`src/rtl/tspd_pkg.sv`:
```
package tspd_pkg;

    // packed input pixel: three bgr byte triples, first image lowest
    localparam int PIX_W = 72;

    // cordic vector widths: x/y hold up to about 1.2e12, z holds turns * 2^32 with headroom
    localparam int XY_W = 42;
    localparam int Z_W  = 34;

    localparam int CORDIC_STEPS = 28;

    // sqrt(3) with 30 fraction bits
    localparam logic signed [31:0] SQRT3_Q30 = 32'sd1859775393;

    // a quarter turn with 32 fraction bits
    localparam logic signed [Z_W-1:0] QUARTER_TURN = Z_W'(64'sd1073741824);

    // atan(2^-i) / (2*pi), turns with 32 fraction bits
    localparam logic [29:0] TURN_TABLE [CORDIC_STEPS] = '{
        30'd536870912, 30'd316933406, 30'd167458907, 30'd85004756,
        30'd42667331,  30'd21354465,  30'd10679838,  30'd5340245,
        30'd2670163,   30'd1335087,   30'd667544,    30'd333772,
        30'd166886,    30'd83443,     30'd41722,     30'd20861,
        30'd10430,     30'd5215,      30'd2608,      30'd1304,
        30'd652,       30'd326,       30'd163,       30'd81,
        30'd41,        30'd20,        30'd10,        30'd5
    };

    typedef struct packed {
        logic signed [XY_W-1:0] x;
        logic signed [XY_W-1:0] y;
        logic signed [Z_W-1:0]  z;
    } tspd_vec_t;

    // per-pixel values that ride alongside the angle
    typedef struct packed {
        logic       bg;
        logic       zero;
        logic [7:0] gray;
        logic [7:0] range;
        logic [7:0] blue;
        logic [7:0] green;
        logic [7:0] red;
    } tspd_side_t;

    function automatic logic [7:0] luma(input logic [7:0] b, input logic [7:0] g,
                                        input logic [7:0] r);
        logic [15:0] acc;
        acc = 16'd29 * {8'd0, b} + 16'd150 * {8'd0, g} + 16'd77 * {8'd0, r} + 16'd128;
        return acc[15:8];
    endfunction

endpackage

```
`src/rtl/tspd_front.sv`:
```
module tspd_front (
    input  logic                    clk,
    input  logic                    rst_n,
    input  logic                    en,
    input  logic                    in_valid,
    input  logic [tspd_pkg::PIX_W-1:0] in_pixel,
    input  logic [9:0]              threshold,
    output logic                    out_valid,
    output tspd_pkg::tspd_vec_t     out_vec,
    output tspd_pkg::tspd_side_t    out_side
);
    import tspd_pkg::*;

    // luma stage
    logic             a_valid_reg;
    logic [7:0]       l1_reg, l2_reg, l3_reg;
    logic [PIX_W-1:0] pix_reg;

    // statistics stage
    logic              b_valid_reg;
    tspd_side_t        b_side_reg, b_side_next;
    logic signed [8:0] diff_a_reg, diff_a_next;
    logic signed [10:0] diff_b_reg, diff_b_next;

    // scaling stage
    logic                   c_valid_reg;
    tspd_side_t             c_side_reg;
    logic signed [XY_W-1:0] x_c_reg, y_c_reg, x_c_next, y_c_next;

    // quadrant fold stage
    logic       d_valid_reg;
    tspd_side_t d_side_reg;
    tspd_vec_t  d_vec_reg, d_vec_next;

    logic [7:0]  mx, mn;
    logic [9:0]  sum;
    logic [19:0] lhs, rhs;
    logic [23:0] pick;

    always_comb
    begin
        mx = l1_reg;
        mn = l1_reg;
        if (l2_reg > mx) mx = l2_reg;
        if (l3_reg > mx) mx = l3_reg;
        if (l2_reg < mn) mn = l2_reg;
        if (l3_reg < mn) mn = l3_reg;
        sum = {2'b00, l1_reg} + {2'b00, l2_reg} + {2'b00, l3_reg};
        lhs = {2'b00, mx - mn, 10'd0};
        rhs = {10'd0, threshold} * {10'd0, sum};
        // brightest image, earlier image wins a tie
        priority if (mx == l1_reg)
            pick = pix_reg[23:0];
        else if (mx == l2_reg)
            pick = pix_reg[47:24];
        else
            pick = pix_reg[71:48];
        diff_a_next = $signed({1'b0, l1_reg}) - $signed({1'b0, l3_reg});
        diff_b_next = $signed({2'b00, l2_reg, 1'b0}) - $signed({3'b000, l1_reg})
                    - $signed({3'b000, l3_reg});
        b_side_next.bg    = lhs < rhs;
        b_side_next.zero  = (diff_a_next == 9'sd0) && (diff_b_next == 11'sd0);
        b_side_next.gray  = l1_reg;
        b_side_next.range = mx - mn;
        b_side_next.blue  = pick[7:0];
        b_side_next.green = pick[15:8];
        b_side_next.red   = pick[23:16];
    end

    always_comb
    begin
        x_c_next = XY_W'(diff_b_reg) <<< 30;
        y_c_next = XY_W'(diff_a_reg * SQRT3_Q30);
    end

    // rotate left half plane into the right one
    always_comb
    begin
        d_vec_next.x = x_c_reg;
        d_vec_next.y = y_c_reg;
        d_vec_next.z = '0;
        if (x_c_reg < 0)
        begin
            if (y_c_reg >= 0)
            begin
                d_vec_next.x = y_c_reg;
                d_vec_next.y = -x_c_reg;
                d_vec_next.z = QUARTER_TURN;
            end
            else
            begin
                d_vec_next.x = -y_c_reg;
                d_vec_next.y = x_c_reg;
                d_vec_next.z = -QUARTER_TURN;
            end
        end
    end

    always_ff @(posedge clk or negedge rst_n)
    begin
        if (!rst_n)
        begin
            a_valid_reg <= 1'b0;
            b_valid_reg <= 1'b0;
            c_valid_reg <= 1'b0;
            d_valid_reg <= 1'b0;
        end
        else if (en)
        begin
            a_valid_reg <= in_valid;
            b_valid_reg <= a_valid_reg;
            c_valid_reg <= b_valid_reg;
            d_valid_reg <= c_valid_reg;
        end
    end

    always_ff @(posedge clk)
    begin
        if (en)
        begin
            l1_reg     <= luma(in_pixel[7:0],   in_pixel[15:8],  in_pixel[23:16]);
            l2_reg     <= luma(in_pixel[31:24], in_pixel[39:32], in_pixel[47:40]);
            l3_reg     <= luma(in_pixel[55:48], in_pixel[63:56], in_pixel[71:64]);
            pix_reg    <= in_pixel;
            b_side_reg <= b_side_next;
            diff_a_reg <= diff_a_next;
            diff_b_reg <= diff_b_next;
            c_side_reg <= b_side_reg;
            x_c_reg    <= x_c_next;
            y_c_reg    <= y_c_next;
            d_side_reg <= c_side_reg;
            d_vec_reg  <= d_vec_next;
        end
    end

    assign out_valid = d_valid_reg;
    assign out_vec   = d_vec_reg;
    assign out_side  = d_side_reg;

endmodule

```
`config.mk`:
```
export PLATFORM = sky130hd
export DESIGN_NAME = tspd_front
export DESIGN_NICKNAME = d
export VERILOG_FILES = /design/src/rtl/tspd_pkg.sv /design/src/rtl/tspd_front.sv
export SDC_FILE = /design/constraint.sdc
export NUM_CORES = 2
export LEC_CHECK = 0
export ABC_AREA = 1
export BUFFER_PORTS_ARGS = -buffer_cell sky130_fd_sc_hd__buf_2
export CORE_ASPECT_RATIO = 0.9
export CORE_MARGIN = 2
export CORE_UTILIZATION = 56
export DETAILED_ROUTE_END_ITERATION = 10
export PLACE_DENSITY = 0.72
export SKIP_CTS_REPAIR_TIMING = 1
export SYNTH_ARGS = -nofsm -noshare
export SYNTH_HDL_FRONTEND = slang
export SYNTH_SLANG_ARGS = --single-unit
```
`constraint.sdc`:
```
create_clock -name clk -period 8.6 [get_ports clk]
set_clock_uncertainty 0.05 [all_clocks]
set_input_delay 1.72 -clock clk [delete_from_list [all_inputs] [get_ports clk]]
set_output_delay 1.72 -clock clk [all_outputs]
set_load 0.01 [all_outputs]
```
==> impl_metrics.py <==
metrics = {
    "status": {
        "status": "finished, final reports clean",
    },
    "synthesis": {
        "yosysWarnings": 0,
        "ys_seq_area_share_pct": 32.3,
        "syn-cell-area_um2": 35500,
        "avgSynthCellArea_um2": 10.1,
        "synthFlopType": "edfxtp_1",
        "synth_edf_count": 378,
        "synth_cells": 3526,
        "async_flop_share_pct": 1.05,
        "yosys.cell_types.count": 53,
        "ys_ff_latch": 382,
    },
    "layout": {
        "drive_above_1_share_pct": 9.40,
        "syn_to_final_growth_pct": 9.63,
        "fin_nets": 4715,
        "finalNonFillerCells": 4647,
        "largest_reg_flops": 86,
        "layout_commonest_cell": "inv_1",
        "layout_common_cells": "inv_1, ha_1, nand2_1",
    },
    "setup_path": {
        "slowest_delay_ns": 0.54,
        "worstPathMaxFanout": 5,
        "critPathCaptureType": "register",
        "crit_buf_inv": 8,
        "critPathKind": "register to register",
        "cpMostUsedCell": "inv_1",
        "slowest_stage": "fa_1",
        "worstPathArrival_ns": 8.32,
        "required_ns": 8.86,
        "crit_path_start_kind": "register",
        "crit_family": "adder cells",
    },
    "clock_network": {
        "clockRootBuffer": "clkbuf_16",
        "ctsLongestPathBuffers": 3,
        "h-tree-depth": 2,
        "clock_latency_ns": 0.59,
        "cts_made_buffers": 42,
        "clk_pin_slew_ns": 0.07,
        "cts_sinks": 382,
        "cts_tree": "done",
    },
    "job": {
        "maxCapViolCount": 0,
    },
    "global_routing": {
        "first_global_vias": 23900,
        "antenna_found_initial": 6,
        "grt_max_degree": 171,
        "grt-ovfl-total": 0,
        "grt_pass1_wl_um": 127000,
        "globalRouteTotalUtil_pct": 24.3,
    },
    "timing": {
        "finalHoldViolCount": 0,
        "period_needed_ns": 8.06,
        "worstMarginPinSlew_ns": 1.11,
        "max_slew_margin_pct": 25.9,
        "clock.fmax_mhz": 124,
        "fin_crit_sh_pct": 93.7,
        "grt_setup_unrepaired": "no",
        "finalSetupViolCount": 0,
        "fin_tns_setup_ns": 0,
        "drv_slew": 0,
    },
    "floorplanning": {
        "chipHeight_um": 243,
        "initial_utilization_pct": 56.6,
        "rows": 87,
        "pin_count": 247,
        "dieArea_um2": 65300,
        "core_area_um2": 62600,
        "dieWidth_um": 269,
    },
    "drt": {
        "drtPass1Iterations": 6,
        "vias": 24300,
        "drt_wl_total_um": 77700,
        "drt_iter0_drc": 1807,
        "wire_per_inst_um": 16.7,
        "via_per_inst": 5.22,
        "drc": 0,
        "final_antenna_net_count": 0,
    },
    "placement": {
        "gp_congestion": 0.916,
        "dp_cells": 4569,
        "io_buffers": 216,
        "dp_hpwl_um": 63100,
    },
    "hold_path": {
        "holdCritPathClass": "register to register",
    },
}
## stage by stage
step / util [%] / instance area [um2] / hold slack [ns] / setup WS, ns
2_1_floorplan: - / 35600 / 0.350 / 0.864
3_3_place_gp: 59.8 / 37400 / 0.351 / 0.472
3_5_place_dp: 59.8 / 37400 / 0.355 / 0.316
4_1_cts: 62.1 / 38800 / 0.348 / 0.410
5_1_grt: 62.1 / 38900 / 0.355 / 0.0178
6_report: 62.1 / 38900 / 0.355 / 0.542
## cell families after synthesis
| group | share of synthesized area, % |
|---|---|
| AND/OR/NAND/NOR | 11.0 |
| AO/OA/AOI/OAI | 6.15 |
| other | 0.0106 |
| buffers and inverters | 9.56 |
| flip-flops | 32.3 |
| XOR/XNOR | 3.68 |
| adder cells (fa/ha/maj) | 37.3 |
## worst paths after layout
| path | startpoint | end | slack (ns) | depth (start not counted) |
|---|---|---|---|---|
| min in group asynchronous | rst_n | c_valid_reg | 0.91 | 1 |
| setup / recovery | l2_reg[1] | b_side_reg[41] | 0.54 | 37 |
| hold reg to reg | b_side_reg[7] | c_side_reg[7] | 0.36 | 0 |
| setup reg to reg | l2_reg[1] | b_side_reg[41] | 0.54 | 37 |
| hold / removal | b_side_reg[7] | c_side_reg[7] | 0.36 | 0 |
| max in group asynchronous | rst_n | a_valid_reg | 7.47 | 1 |
## layer usage
layer  wire (um)  vias to the layer above  global-route usage, %
met4        1640                        4                   6.05
met2       35000                      730                   37.8
met5          21                        -                      0
met3        5170                      105                   3.51
li1            -                    11900                      -
met1       35900                    11600                   35.8
## worst register-to-register path, delay by kind of cell (launching register included)
| kind | cells | cell delay, ns |
|---|---|---|
| fa+ha+maj | 10 | 4.35 |
| flops | 1 | 0.44 |
| compound gates | 6 | 1.06 |
| buf+inv | 8 | 0.53 |
| simple gates | 12 | 1.25 |
| xor+xnor | 1 | 0.15 |
## layout make-up
| type | instances | area (um2) |
|---|---|---|
| diodes | 4 | 10.0 |
| clock buffers | 45 | 1060 |
| clock inverters | 29 | 349 |
| fillers | 5120 | 23700 |
| inverters | 780 | 2930 |
| multi-input cells | 2324 | 20700 |
| flip-flops and latches | 382 | 11500 |
| well taps | 845 | 1060 |
| repair buffers | 238 | 1270 |
## Yosys cell counts (all sizes together), types with 33 or more instances
cell type	number	share of area [%]
o21ai	131	1.8
edfxtp	378	32
xnor2	55	1.4
nor2	197	2.2
ha	534	19
nor3	33	0.49
xor2	94	2.3
a21oi	188	2.7
inv	780	8.3
buf	50	1.1
nand3	146	2.3
nand2	464	5.2
fa	327	18
Power is left out: the tool's default activity adds up to more than one toggle a clock period on the data nets, which glitch-free logic cannot reach.
