--- src/rtl/tspd_pkg.sv ---
package tspd_pkg;

    // packed input pixel: three bgr byte triples, first image lowest
    localparam int PIX_W = 72;

    // cordic vector widths: x/y hold up to about 1.2e12, z holds turns * 2^32 with headroom
    localparam int XY_W = 42;
    localparam int Z_W  = 34;

    localparam int CORDIC_STEPS = 28;

    // sqrt(3) with 30 fraction bits
    localparam logic signed [31:0] SQRT3_Q30 = 32'sd1859775393;

    // a quarter turn with 32 fraction bits
    localparam logic signed [Z_W-1:0] QUARTER_TURN = Z_W'(64'sd1073741824);

    // atan(2^-i) / (2*pi), turns with 32 fraction bits
    localparam logic [29:0] TURN_TABLE [CORDIC_STEPS] = '{
        30'd536870912, 30'd316933406, 30'd167458907, 30'd85004756,
        30'd42667331,  30'd21354465,  30'd10679838,  30'd5340245,
        30'd2670163,   30'd1335087,   30'd667544,    30'd333772,
        30'd166886,    30'd83443,     30'd41722,     30'd20861,
        30'd10430,     30'd5215,      30'd2608,      30'd1304,
        30'd652,       30'd326,       30'd163,       30'd81,
        30'd41,        30'd20,        30'd10,        30'd5
    };

    typedef struct packed {
        logic signed [XY_W-1:0] x;
        logic signed [XY_W-1:0] y;
        logic signed [Z_W-1:0]  z;
    } tspd_vec_t;

    // per-pixel values that ride alongside the angle
    typedef struct packed {
        logic       bg;
        logic       zero;
        logic [7:0] gray;
        logic [7:0] range;
        logic [7:0] blue;
        logic [7:0] green;
        logic [7:0] red;
    } tspd_side_t;

    function automatic logic [7:0] luma(input logic [7:0] b, input logic [7:0] g,
                                        input logic [7:0] r);
        logic [15:0] acc;
        acc = 16'd29 * {8'd0, b} + 16'd150 * {8'd0, g} + 16'd77 * {8'd0, r} + 16'd128;
        return acc[15:8];
    endfunction

endpackage

--- src/rtl/tspd_cordic_cell.sv ---
module tspd_cordic_cell #(
    parameter int STEP = 0
) (
    input  logic                 clk,
    input  logic                 rst_n,
    input  logic                 en,
    input  logic                 in_valid,
    input  tspd_pkg::tspd_vec_t  in_vec,
    input  tspd_pkg::tspd_side_t in_side,
    output logic                 out_valid,
    output tspd_pkg::tspd_vec_t  out_vec,
    output tspd_pkg::tspd_side_t out_side
);
    import tspd_pkg::*;

    localparam logic signed [Z_W-1:0] TURN = Z_W'(TURN_TABLE[STEP]);

    logic       valid_reg;
    tspd_vec_t  vec_reg, vec_next;
    tspd_side_t side_reg;
    logic signed [XY_W-1:0] dx, dy;

    // one vectoring micro-rotation, shifts floor toward minus infinity
    always_comb
    begin
        dx = in_vec.y >>> STEP;
        dy = in_vec.x >>> STEP;
        if (in_vec.y >= 0)
        begin
            vec_next.x = in_vec.x + dx;
            vec_next.y = in_vec.y - dy;
            vec_next.z = in_vec.z + TURN;
        end
        else
        begin
            vec_next.x = in_vec.x - dx;
            vec_next.y = in_vec.y + dy;
            vec_next.z = in_vec.z - TURN;
        end
    end

    always_ff @(posedge clk or negedge rst_n)
    begin
        if (!rst_n)
            valid_reg <= 1'b0;
        else if (en)
            valid_reg <= in_valid;
    end

    always_ff @(posedge clk)
    begin
        if (en)
        begin
            vec_reg  <= vec_next;
            side_reg <= in_side;
        end
    end

    assign out_valid = valid_reg;
    assign out_vec   = vec_reg;
    assign out_side  = side_reg;

endmodule

--- config.mk ---
export PLATFORM = sky130hd
export DESIGN_NAME = tspd_cordic_cell
export DESIGN_NICKNAME = d
export VERILOG_FILES = /design/src/rtl/tspd_pkg.sv /design/src/rtl/tspd_cordic_cell.sv
export SDC_FILE = /design/constraint.sdc
export NUM_CORES = 1
export LEC_CHECK = 0
export BUFFER_PORTS_ARGS = -buffer_cell sky130_fd_sc_hd__buf_4
export CORE_ASPECT_RATIO = 1.25
export CORE_MARGIN = 1.5
export CORE_UTILIZATION = 50
export CTS_BUF_LIST = sky130_fd_sc_hd__clkbuf_8
export CTS_CLUSTER_SIZE = 16
export DETAILED_ROUTE_END_ITERATION = 10
export PLACE_DENSITY_LB_ADDON = 0.25
export SYNTH_ARGS = -nofsm -noshare
export SYNTH_HDL_FRONTEND = slang
export SYNTH_SLANG_ARGS = --single-unit
--- constraint.sdc ---
create_clock -name clk -period 1 [get_ports clk]
set_clock_uncertainty 0.2 [all_clocks]
set_input_delay 0.05 -clock clk [delete_from_list [all_inputs] [get_ports clk]]
set_output_delay 0.05 -clock clk [all_outputs]
set_load 0.1 [all_outputs]
==> results_dict.tcl, run 1 <==
set metrics [dict create \
    outcome "aborted with a tool error" \
    lastStage "global routing (5_1_grt)" \
    tool.error "[ERROR GRT-0232] Routing congestion too high. Check the congestion heatmap in the GUI." \
    endpoint_type "register input" \
    synth-seq-cells 160 \
    synthMuxAreaShare_pct 1.71 \
    numCtsBuffers 17 \
    fp-row-count 64 \
    yosysUniqueCellTypes 78 \
    seq_area_frac_synth_pct 38.5 \
    synth_edf_count 159 \
    htree_num_levels 4 \
    synth_top_family_by_area "compound AO/OA/AOI/OAI gates" \
    dp_cells 2415 \
    cts_root_buf "clkbuf_8" \
    synth_largest_area_cell "edfxtp_1" \
    synth-main-ff-cell "edfxtp_1" \
    io_pins 325 \
    chipWidth_um 144 \
    syn_avg_cell_area_sq_um 9.37 \
    dp_hpwl_um 41700 \
    gp_congestion 1.01 \
    yosysTopAreaCellShare_pct 38.3 \
    place_ws_ns -2.27 \
    grt-ovfl-total 2267 \
    clk_path_buf_depth 2 \
    initial_core_util_pct 50.9 \
    synth_xor_area_share_pct 5.90 \
    grtUsageTotal_pct 101 \
    synth_compound_area_share_pct 21.9 \
    grt_max_degree 22 \
    cts_sinks 160 \
    synthTopCellsByArea "edfxtp_1 38%, ha_1 13%, a21oi_1 5.8%, xnor2_1 4.6%, inv_1 3.8%" \
    portBuffers 324 \
    synth_area_sq_um 12500 \
    synthAdderAreaFrac_pct 13.3 \
    synthSimpleGateAreaFrac_pct 12.8 \
    die_h_um 180 \
    ys_warn_count 0 \
    async_flop_share_pct 0.625 \
    netlist_instances 1330 \
    syn_nets 1624 \
    postGrtWorstEndpoint "out_vec[69]$_DFFE_PP_/D" \
]
-- layer usage --
metal  GRT usage (%)  overflow
met5            33.7         3
met4             113       510
met3            77.7        27
met2             131      1702
met1            89.6        25
-- timing repair --
item,CTS
buffers inserted,38
pin swaps,123
setup endpoints to repair,245
hold buffers,77
endpoints found under the hold margin,249
gates resized for setup,434
-- synthesized netlist by cell type, types with 4 or more instances --
master / n
a21o_1: 32
a21oi_1: 145
mux2i_1: 19
nand2_1: 73
o211a_1: 6
a211o_1: 6
nor3_1: 23
a2111oi_0: 5
and3_1: 10
and2_1: 4
nor2_1: 114
o21a_1: 10
buf_2: 12
nand2b_1: 9
o211ai_1: 12
nand4_1: 13
o21bai_1: 24
nor2b_1: 21
edfxtp_1: 159
or2_2: 7
o2111ai_1: 5
o31ai_1: 20
fa_1: 4
o21ai_1: 7
o21ai_0: 73
or3_1: 8
a31oi_1: 9
or4_1: 4
o22ai_1: 4
xor2_1: 19
nand3_1: 18
clkbuf_1: 34
xnor2_1: 65
nor4_1: 8
a211oi_1: 18
inv_1: 127
ha_1: 126
buf_1: 13
-- per-stage QoR --
step | area (sq um) | hold WS [ns] | TNS (ns)
3_3_place_gp | 19400 | -0.374 | -140.73
4_1_cts | 22700 | -0.244 | -147.54
2_1_floorplan | 13200 | -0.446 | -125.00
3_5_place_dp | 19400 | -0.372 | -145.53
-- kinds of logic after synthesis --
| family | after synthesis |
|---|---|
| AND/OR/NAND/NOR | 326 |
| buffers and inverters | 190 |
| AO/OA/AOI/OAI | 419 |
| multiplexers | 21 |
| flip-flops | 160 |
| XOR/XNOR | 84 |
| adder cells (fa/ha/maj) | 130 |
==> run 2, diff against run 1 <==
==> config.mk (replaced) <==
export PLATFORM = sky130hd
export DESIGN_NAME = tspd_cordic_cell
export DESIGN_NICKNAME = d
export VERILOG_FILES = /design/src/rtl/tspd_pkg.sv /design/src/rtl/tspd_cordic_cell.sv
export SDC_FILE = /design/constraint.sdc
export NUM_CORES = 1
export LEC_CHECK = 0
export BUFFER_PORTS_ARGS = -buffer_cell sky130_fd_sc_hd__buf_4
export CORE_MARGIN = 1.5
export CORE_UTILIZATION = 40
export DETAILED_ROUTE_END_ITERATION = 10
export PLACE_DENSITY_LB_ADDON = 0.15
export SYNTH_ARGS = -nofsm -noshare
export SYNTH_HDL_FRONTEND = slang
export SYNTH_SLANG_ARGS = --single-unit
==> constraint.sdc (replaced) <==
create_clock -name clk -period 1.3 [get_ports clk]
set_clock_uncertainty 0.2 [all_clocks]
set_input_delay 0.065 -clock clk [delete_from_list [all_inputs] [get_ports clk]]
set_output_delay 0.065 -clock clk [all_outputs]
set_load 0.1 [all_outputs]
==> results_dict.tcl, run 2 <==
set metrics [dict create \
    r2r-start "out_valid" \
    fillers 1983 \
    violations "negative hold slack, negative setup slack" \
    syn_nets 1624 \
    crit_fanout 4 \
    vias_per_cell 5.38 \
    layout.cells.most_common "buf_4" \
    die_h_um 180 \
    ys_warn_count 0 \
    dieArea_sq_um 32200 \
    p_leak_nw 10.7 \
    chipWidth_um 180 \
    htree_num_levels 4 \
    hp-start "in_vec[77]" \
    seq_area_frac_synth_pct 38.5 \
    synthAdderAreaFrac_pct 13.3 \
    clock_power_share_pct 20.5 \
    core_sq_um 30700 \
    hold_ws_ns -0.0143 \
    ant_nets 0 \
    syn2layout_area_growth_pct 91.6 \
    largest_reg_flops 117 \
    crit_path_end_kind "flip-flop" \
    p_sw_mw 12.0 \
    slew_headroom_pct 62.5 \
    dp_cells 2466 \
    setup_violations 208 \
    critPathArrivalTime_ns 2.70 \
    routed_wl_um 54600 \
    gp_congestion 0.933 \
    critPathRequiredTime_ns 1.30 \
    dr.pass1.iters 5 \
    comb_power_share_pct 54.2 \
    reg2regPathDepth 1 \
    tightest_slew_ns 0.557 \
    yosysTopAreaCellShare_pct 38.3 \
    synth_xor_area_share_pct 5.90 \
    cts_sinks 160 \
    fmax_mhz 371 \
    synth_top_family_by_area "compound AO/OA/AOI/OAI gates" \
    grt_pass1_vias 14434 \
    clk_path_buf_depth 2 \
    io_pins 325 \
    hp-class "input pin to flip-flop" \
    syn_avg_cell_area_sq_um 9.37 \
    final_cell_mix "624 x buf_4, 217 x buf_6, 159 x edfxtp_1, 109 x inv_1, 98 x nor2_1" \
    synthMostInstantiatedCell "edfxtp_1" \
    maxCapViolCount 0 \
    cts_root_buf "clkbuf_16" \
    final_cells 2651 \
    antenna_found_initial 3 \
    seqPwrFrac_pct 25.3 \
    finalPower_mw 27.4 \
    clock_latency_ns 0.45 \
    holdPathStages 3 \
    fp-row-count 64 \
    portBuffers 324 \
    timing.rr.end "out_valid" \
    fin_crit_ns 2.69 \
    final_util_pct 77.9 \
    drive_gt1_share_pct 54.0 \
    synthMuxAreaShare_pct 1.71 \
    yosysUniqueCellTypes 78 \
    cts_tree "done" \
    setup_slack_ns -1.39 \
    synth_edf_count 159 \
    synth_compound_area_share_pct 21.9 \
    synth_area_sq_um 12500 \
    initial_core_util_pct 40.6 \
    outcome "finished, violations left" \
    finalCritPeriodShare_pct 207 \
    synthSimpleGateAreaFrac_pct 12.8 \
    numCtsBuffers 17 \
    vdd_drop_max_mv 0.893 \
    nets 2534 \
    swShare_pct 43.9 \
    dp_hpwl_um 38700 \
    synth-main-ff-cell "edfxtp_1" \
    hold_viol 1 \
    drc_errors 0 \
    criticalPathCategory "input pin to flip-flop" \
    start_kind "input pin" \
    grt-ovfl-total 0 \
    async_flop_share_pct 0.625 \
    grtUsageTotal_pct 32.0 \
    synth_largest_area_cell "edfxtp_1" \
    synthTopCellsByArea "edfxtp_1 38%, ha_1 13%, a21oi_1 5.8%, xnor2_1 4.6%, inv_1 3.8%" \
    synth_commonest_cells "159 x edfxtp_1, 145 x a21oi_1, 127 x inv_1" \
    rsz0062_at_grt "yes" \
    finalMaxSlewViolations 0 \
    grt_pass1_wl_um 80500 \
    rrSetupSlack_ns 0.30 \
    hold_end "out_vec[35]" \
    netlist_instances 1330 \
    power.density_nw_per_um2 1150 \
    drt_iter0_drc 1131 \
    num_vias 14267 \
    internal_power_mw 15.4 \
    synth-seq-cells 160 \
    grt_max_degree 33 \
    cts.clk_slew.worst_paths_ns 0.07 \
    place_ws_ns -1.95 \
    routedWlPerCell_um 20.6 \
]
==> run 2: logic make-up (layout without fill, tap and decap cells) <==
group	Yosys count	count (layout)
muxes	21	21
DFF	160	160
AOI/OAI and AO/OA	419	419
buffers and inverters	190	1112
adders and majority gates	130	130
xor gates and xnor gates	84	84
other	0	3
and+or+nand+nor	326	326
==> run 2: final cells by class <==
| class | instances | area [sq um] | share of cell area [%] |
|---|---|---|---|
| timing repair buffer | 951 | 8460 | 35.4 |
| tap | 396 | 495 | 2.07 |
| clock inverter | 14 | 203 | 0.849 |
| clock buffer | 17 | 425 | 1.78 |
| antenna | 3 | 7.51 | 0.0314 |
| multi-input combinational | 980 | 8940 | 37.4 |
| sequential | 160 | 4800 | 20.1 |
| inverter | 130 | 551 | 2.30 |
==> run 2: repair_timing <==
action	4_1_cts	5_1_grt
cloned	0	0
buffers inserted	36	54
hold endpoints to repair	134	4
gates resized for setup	408	164
hold buffers	81	1
pin swaps	128	120
endpoints found under the setup margin	238	244
==> run 2: metal layers <==
layer / up-vias / track usage [%] / share of wire, %
li1: 6625 / - / -
met1: 6890 / 38.8 / 40
met2: 614 / 54.8 / 50
met3: 138 / 5.98 / 5.7
met4: 0 / 15.3 / 4.6
met5: - / 0 / 0
==> run 2: critical path: stages <==
cell and delay [ns]:
buf_8 0.09, inv_8 0.03, ha_4 0.26, nand2b_4 0.12
or4b_4 0.47, o211a_4 0.28, nor4b_4 0.24, buf_4 0.18
o221ai_4 0.17, buf_4 0.19, buf_6 0.11, a21oi_2 0.12
nor2_2 0.07, a2bb2oi_2 0.14, xnor2_1 0.15
==> run 2: through the flow <==
stage	hold WS [ns]	instance area (sq um)	TNS (ns)
2_1_floorplan	-0.431	13200	-75.60
3_3_place_gp	-0.359	19400	-114.58
3_5_place_dp	-0.359	19400	-116.90
4_1_cts	-0.0632	22800	-74.60
5_1_grt	-0.0191	23900	-87.82
6_report	-0.0143	23900	-79.84
==> run 2: worst max-delay path by stage <==
| stage | start | endpoint | slack [ns] |
|---|---|---|---|
| 2_1_floorplan | in_vec[40] | out_vec[63] | -1.48 |
| 3_3_place_gp | in_vec[45] | out_vec[106] | -1.95 |
| 3_5_place_dp | in_vec[45] | out_vec[106] | -1.95 |
| 4_1_cts | in_vec[38] | out_vec[63] | -1.32 |
| 5_1_grt | in_vec[44] | out_vec[63] | -1.42 |
| 6_report | in_vec[38] | out_vec[101] | -1.39 |
==> run 2: power by group through the flow <==
| stage | logic (mW) | clock network (mW) | registers (mW) |
|---|---|---|---|
| after floorplan | 3.29 | 0 | 11.6 |
| after global placement | 12.4 | 0 | 6.86 |
| after detailed placement | 12.4 | 0 | 6.86 |
| after CTS | 13.9 | 5.65 | 6.89 |
| after global routing | 15.4 | 5.88 | 6.98 |
| final | 14.9 | 5.63 | 6.93 |
No activity file was read; power rests on OpenSTA's default activity.
